**src/rtl/core/cial_pkg.sv**
```systemverilog
`timescale 1ns / 1ps

package cial_pkg;

    // defaults for the top level parameters
    localparam int TABLE_DEPTH_DEF = 64;
    localparam int ID_BYTES_DEF    = 4;

    // event codes of a result transaction
    typedef enum logic [3:0] {
        EV_NONE        = 4'd0,
        EV_GRANTED     = 4'd1,
        EV_DENIED      = 4'd2,
        EV_NOT_MASTER  = 4'd3,
        EV_ENTER_PROG  = 4'd4,
        EV_ADDED       = 4'd5,
        EV_DELETED     = 4'd6,
        EV_FULL        = 4'd7,
        EV_MASTER_PROT = 4'd8,
        EV_ENROLLED    = 4'd9,
        EV_LEFT_PROG   = 4'd10,
        EV_FORGOTTEN   = 4'd11
    } evt_t;

    typedef enum logic [1:0] {
        MODE_UNENROLLED = 2'd0,
        MODE_NORMAL     = 2'd1,
        MODE_AWAIT      = 2'd2,
        MODE_PROG       = 2'd3
    } mode_t;

    // search token walking down the cell row
    typedef struct packed {
        logic tok;
        logic found;
    } scan_t;

    // table update broadcast to every cell
    typedef struct packed {
        logic shift;
        logic append;
    } cmd_t;

endpackage

```
**src/rtl/core/cial_cell.sv**
```systemverilog
`timescale 1ns / 1ps

module cial_cell
    import cial_pkg::*;
#(
    parameter int ID_W = 32,
    parameter int CW   = 7,
    parameter int IDX  = 0
)
(
    input  logic            clk,
    input  logic            rst_n,
    input  scan_t           scan_in,
    output scan_t           scan_out,
    input  logic [ID_W-1:0] key,
    input  logic [CW-1:0]   count,
    input  cmd_t            cmd,
    input  logic [ID_W-1:0] next_entry,
    output logic [ID_W-1:0] entry
);

    logic [ID_W-1:0] entry_reg;
    logic [ID_W-1:0] entry_next;
    logic            mark_reg;
    logic            mark_next;
    scan_t           scan_reg;
    scan_t           scan_next;
    logic            in_range;
    logic            has_next;
    logic            match;

    always_comb
    begin
        in_range        = CW'(IDX) < count;
        has_next        = CW'(IDX + 1) < count;
        match           = scan_in.tok && in_range && (entry_reg == key);
        scan_next.tok   = scan_in.tok;
        scan_next.found = scan_in.found | match;
        // mark cells at or after the first hit
        mark_next       = scan_in.tok ? scan_next.found : mark_reg;
        if (cmd.shift && mark_reg && has_next)
        begin
            entry_next = next_entry;
        end
        else if (cmd.append && (count == CW'(IDX)))
        begin
            entry_next = key;
        end
        else
        begin
            entry_next = entry_reg;
        end
    end

    always_ff @(posedge clk or negedge rst_n)
    begin
        if (!rst_n)
        begin
            mark_reg <= 1'b0;
            scan_reg <= '0;
        end
        else
        begin
            mark_reg <= mark_next;
            scan_reg <= scan_next;
        end
    end

    always_ff @(posedge clk)
    begin
        entry_reg <= entry_next;
    end

    assign scan_out = scan_reg;
    assign entry    = entry_reg;

endmodule

```
**config.mk**
```make
export PLATFORM = sky130hd
export DESIGN_NAME = cial_cell
export DESIGN_NICKNAME = d
export VERILOG_FILES = /design/src/rtl/core/cial_pkg.sv /design/src/rtl/core/cial_cell.sv
export SDC_FILE = /design/constraint.sdc
export NUM_CORES = 1
export LEC_CHECK = 0
export ABC_AREA = 0
export ABC_CLOCK_PERIOD_IN_PS = 4100
export BUFFER_PORTS_ARGS = -buffer_cell sky130_fd_sc_hd__buf_2
export CORE_MARGIN = 1
export CORE_UTILIZATION = 48
export DETAILED_ROUTE_END_ITERATION = 8
export HOLD_SLACK_MARGIN = 0.05
export PLACE_DENSITY = 0.86
export SKIP_LAST_GASP = 1
export SYNTH_ARGS = -nofsm -noshare
export SYNTH_HDL_FRONTEND = slang
export SYNTH_SLANG_ARGS = --single-unit
```
**constraint.sdc**
```tcl
create_clock -name clk -period 4.1 [get_ports clk]
set_clock_uncertainty 0.15 [all_clocks]
set_input_delay 0.82 -clock clk [delete_from_list [all_inputs] [get_ports clk]]
set_output_delay 0.82 -clock clk [all_outputs]
set_load 0.01 [all_outputs]
```
==> run_results.csv, run 1 <==
group,metric,value,unit
synth,yosysMostFrequentCell,"edfxtp_1",
synth,synth_area_leaders,"edfxtp_1 (48%), mux2_4 (22%), xnor2_1 (11%)",
run_status,status,"completed",
layout,n_fill_cell,282,
placed_design,gp_congestion,0.747,
global_route,antenna_found_initial,0,
routing,vias,1390,
timing,fin_crit_sh,0.720,
critical_path,cp_slowest_cell,"a21o_1",
critical_path,startpoint_type,"input port",
synth,ys_warn_count,0,
critical_path,r2r-start,"mark_reg",
synth,ys_types,19,
timing,fin_ws,1150,ps
critical_path,r2r_slack,2150,ps
clock_network,hold_buffers,0,
synth,avgSynthCellArea,16.1,um^2
timing,hold_viol,0,
synth,synth_edf_count,32,
floorplan,die_area,4390,um^2
floorplan,rows,22,
critical_path,reg2reg_depth,2,
critical_path,crit_path_end_kind,"flop",
clock_network,clk_pin_slew,50,ps
timing,setup_viol,0,
layout,largest_reg_flops,32,
synth,syn-num-nets,200,
global_route,grt_pass1_vias,1291,
routing,antenna_left,0,
global_route,grt_pass1_wl,6100,um
power_and_ir_drop,p_leak,1.17,nW
synth,ys_ff_latch,35,
timing,tns,0,ps
floorplan,start_util,0.522,
clock_network,clock_sinks,35,
clock_network,root_buffer,"clkbuf_8",
placed_design,io_buffers,110,
critical_path,worstSetupPathType,"input port to flop",
critical_path,reg2reg_to,"entry[23]",
power_and_ir_drop,powerDensity,326,nW/um^2
synth,synth_flop_cell,"edfxtp_1",
critical_path,worst_path_largest_cell_delay,970,ps
layout,area_growth,31.7,%
placed_design,place_ws,824,ps
routing,drc,0,
clock_network,cts_tree,"yes",
power_and_ir_drop,ir_worst_vdd,0.212,mV
clock_network,post-cts-setup-buffers,0,
layout,ff_latch_area,1040,um^2
synth,netlist_area,1980,um^2
clock_network,clk_latency,270,ps
floorplan,io_pins,111,
global_route,grt_start_max_net_pins,33,
timing,fmax,0.339,GHz
timing,tightest_slew,1180,ps
critical_path,worstPathArrival,2680,ps
routing,firstDrtPassIters,4,
global_route,grt_use_total,0.194,
layout,drive_gt1_frac,0.630,
clock_network,cts_max_path_buffers,2,
worst_hold_path,hold_path.class,"input port to asynchronous set/reset pin",
synth,synth_top_area_cell,"edfxtp_1",
timing,min_period,2950,ps
timing,drv_slew,0,
clock_network,cts_buffers,5,
critical_path,crit_fanout,32,
synth,synthArstFlopShare,0.0857,
synth,synth_commonest_cells,"edfxtp_1 (32), mux2_4 (29), xnor2_1 (25)",
critical_path,required,3830,ps
clock_network,htreeDepth,2,
critical_path,path_cells,"buf_2, or4_4, nor4_1, a21o_1",
clock_network,cts_resized,0,
routing,via_per_inst,4.86,
layout,final_nets,314,
layout,num_antenna_cells,0,
layout,multi_input_area,872,um^2
synth,synth_top_cell_area_share,0.485,
timing,maxSlewHeadroom,0.211,
synth,ys_seq_area_frac,0.523,
synth,syn_inst,123,
floorplan,die_w,66.3,um
timing,rsz0062_at_grt,"no",
routing,drtIter0Drc,50,
routing,routedWlPerCell,14.0,um
global_route,overflow,0,
floorplan,core_area,3800,um^2
job,max_cap_viol_count,0,
floorplan,die_y,66.3,um
routing,wl,4000,um
[power by group]
group          total, mW  internal, mW  switching (mW)
Sequential         0.440         0.425          0.0149
Combinational      0.189         0.109          0.0803
Clock              0.223         0.116           0.107
[kinds of logic (layout without fill, tap and decap cells)]
family,Yosys count,after routing,share of synthesized area
AOI/OAI and AO/OA,3,3,0.0120
and+or+nand+nor,16,16,0.0492
xor gates and xnor gates,32,32,0.141
muxes,32,32,0.237
DFF,35,35,0.523
buffers and inverters,5,120,0.0379
[worst max-delay path by stage]
stage / to / startpoint / cells after the start
2_1_floorplan: entry[0] / count[3] / 5
3_3_place_gp: entry[5] / count[3] / 4
3_5_place_dp: entry[22] / count[3] / 4
4_1_cts: entry[27] / count[3] / 4
5_1_grt: entry[27] / count[3] / 4
6_report: entry[23] / count[3] / 4
[routing by layer]
metal	vias to the layer above	routed length (um)	track usage
met5	-	0	0
met4	0	64	0.0851
met3	7	224	0.0397
met2	59	1950	0.324
met1	635	1760	0.241
li1	689	-	-
[cell usage in the layout, fill, tap and decap left out]
cell type  synthesis  routed
a31oi_1            1       1
xor2_1             7       7
xnor2_1           25      25
clkinv_1           0       2
clkbuf_1           0       1
nor2_1             1       1
nand2_1            1       1
inv_1              1       1
or4_4              1       1
mux2_4            29      29
and3_1             1       1
clkbuf_8           0       5
edfxtp_1          32      32
dfrtp_1            3       3
nor4_1             3       3
a21o_1             1       1
buf_2              0     110
mux2_2             3       3
nand4_1            7       7
buf_4              0       1
o311a_2            0       1
nor3_1             2       2
[through the flow]
step | power (mW) | hold slack, ps | cells | instance area [um^2] | util
after floorplan | 0.567 | 362 | 123 | 1980 | -
after CTS | 0.861 | 176 | 286 | 2610 | 0.687
after detailed placement | 0.637 | 393 | 278 | 2530 | 0.666
after global placement | 0.634 | 386 | 278 | 2530 | 0.666
after global routing | 0.896 | 174 | 286 | 2610 | 0.687
final | 0.852 | 185 | 286 | 2610 | 0.687
[final cells by class]
| cell class | instances | share of cell area |
|---|---|---|
| well taps | 48 | 0.0230 |
| repair buffers | 111 | 0.214 |
| clock inverters | 2 | 0.00288 |
| multi-input cells | 83 | 0.334 |
| inverters | 1 | 0.00144 |
| clock buffers | 6 | 0.0278 |
| flip-flops and latches | 35 | 0.397 |
[critical path, delay by kind of cell]
kind | cells | cell delay [ps]
compound gates | 1 | 970
buf+inv | 1 | 90
simple gates | 2 | 790
Power figures use the tool's default switching activity.
==> run 2, diff against run 1 <==
- ABC_CLOCK_PERIOD_IN_PS: 4100 -> 2800
- CORE_UTILIZATION: 48 -> 44
- PLACE_DENSITY: 0.86 -> 0.8
- clock period: 4.1 -> 2.8 ns (I/O delays scaled with it)
==> run_results.csv, run 2 (synthesis results as in run 1) <==
group,metric,value,unit
timing,drv_slew,0,
timing,min_period,2270,ps
routing,drtIter0Drc,75,
placed_design,dp_hpwl,3170,um
power_and_ir_drop,p_clk_frac,0.297,
floorplan,die_area,4780,um^2
routing,drc,0,
floorplan,rows,24,
timing,fin_crit_sh,0.811,
timing,rsz0062_at_grt,"no",
power_and_ir_drop,p_seq_frac,0.487,
placed_design,place_ws,234,ps
routing,wl,4070,um
layout,largest_reg_flops,32,
power_and_ir_drop,swShare,0.234,
clock_network,htreeDepth,2,
placed_design,gp_congestion,0.723,
timing,tns,0,ps
critical_path,worstSetupPathType,"input port to flop",
timing,setup_viol,0,
run_status,status,"completed",
layout,drive_gt1_frac,0.638,
global_route,grt_start_max_net_pins,34,
global_route,antenna_found_initial,0,
critical_path,required,2680,ps
placed_design,dpl.cell_count,283,
power_and_ir_drop,p_sw,0.309,mW
placed_design,io_buffers,110,
floorplan,die_w,69.1,um
routing,routedWlPerCell,13.9,um
critical_path,crit_path_end_kind,"flop",
clock_network,clock_sinks,35,
floorplan,io_pins,111,
layout,final_nets,316,
critical_path,startpoint_type,"input port",
clock_network,cts_buffers,5,
power_and_ir_drop,p_leak,1.20,nW
timing,hold_viol,0,
floorplan,die_y,69.1,um
power_and_ir_drop,p_comb_frac,0.216,
clock_network,cts_tree,"yes",
layout,mostFrequentLayoutCells,"buf_2 (110), edfxtp_1 (32), mux2_4 (29)",
global_route,grt_pass1_wl,6560,um
clock_network,root_buffer,"clkbuf_8",
job,max_cap_viol_count,0,
worst_hold_path,hold_path.class,"input port to flop",
critical_path,worstPathArrival,2150,ps
floorplan,start_util,0.455,
layout,area_growth,35.1,%
layout,final_common_cell,"buf_2",
power_and_ir_drop,p_int,1.01,mW
power_and_ir_drop,ir_worst_vdd,0.241,mV
timing,fmax,0.440,GHz
layout,num_antenna_cells,0,
global_route,overflow,0,
floorplan,core_area,4350,um^2
clock_network,cts_resized,0,
timing,maxSlewHeadroom,0.727,
routing,firstDrtPassIters,4,
clock_network,clk_latency,280,ps
critical_path,crit_fanout,33,
clock_network,clk_pin_slew,70,ps
routing,via_per_inst,4.92,
layout,n_fill_cell,345,
layout,final_cells,292,
layout,utilization,0.615,
clock_network,cts_max_path_buffers,2,
global_route,grt_pass1_vias,1400,
routing,vias,1438,
power_and_ir_drop,powerDensity,494,nW/um^2
routing,antenna_left,0,
timing,tightest_slew,405,ps
timing,fin_ws,528,ps
global_route,grt_use_total,0.177,
==> run 2: changes by cell type in the layout (fill, tap and decap cells not counted) <==
| cell | change |
|---|---|
| clkinv_1 | -2 |
| buf_4 | -1 |
| dlygate4sd3_1 | +1 |
| clkbuf_8 | +2 |
| buf_12 | +2 |
==> run 2: through the flow <==
step                area [um^2]  power [mW]  hold WS, ps
finish                     2680        1.32          269
global route               2680        1.38          264
CTS                        2680        1.34          256
detailed placement         2570       0.942          213
global placement           2570       0.935          210
floorplan                  1980       0.831          114
==> run 2: per-layer routing <==
metal / global-route usage / vias to the layer above / part of all wire
met5: 0 / - / 0
met4: 0.0612 / 0 / 0.014
li1: - / 696 / -
met1: 0.225 / 648 / 0.41
met3: 0.0658 / 6 / 0.11
met2: 0.278 / 88 / 0.46
==> run 2: power by group through the flow <==
stage	combinational [mW]	clock [mW]	sequential, mW
6_report	0.285	0.393	0.644
3_3_place_gp	0.282	0	0.653
5_1_grt	0.310	0.426	0.648
2_1_floorplan	0.161	0	0.670
4_1_cts	0.290	0.410	0.644
3_5_place_dp	0.288	0	0.654
==> run 2: layout make-up <==
| cell class | count | area (um^2) | area share |
|---|---|---|---|
| multi-input combinational | 83 | 872 | 0.326 |
| timing repair buffer | 113 | 601 | 0.224 |
| clock buffer | 8 | 100 | 0.0374 |
| tap | 52 | 65.1 | 0.0243 |
| sequential | 35 | 1040 | 0.387 |
| inverter | 1 | 3.75 | 0.00140 |
==> run 2: what timing repair did <==
action                                 in CTS  in global routing
setup buffers                               0                  0
hold buffers                                1                  0
endpoints found under the hold margin       3                  0
==> run 2: path summary, 6_finish.rpt <==
| path | startpoint | to | slack [ps] | depth (start not counted) |
|---|---|---|---|---|
| max | count[3] | entry[18] | 530 | 6 |
| min | scan_in[1] | scan_out[1] | 270 | 1 |
| max reg2reg | entry[20] | mark_reg | 1010 | 5 |
| min reg2reg | mark_reg | mark_reg | 430 | 2 |
| max in group asynchronous | rst_n | scan_out[0] | 1940 | 2 |
| min in group asynchronous | rst_n | mark_reg | 450 | 2 |
==> run 2: worst max-delay path, cell delays in order <==
cell and delay [ps]:
buf_2 90, or4_4 520, o311a_2 370, buf_12 200, a21o_1 210, buf_12 180
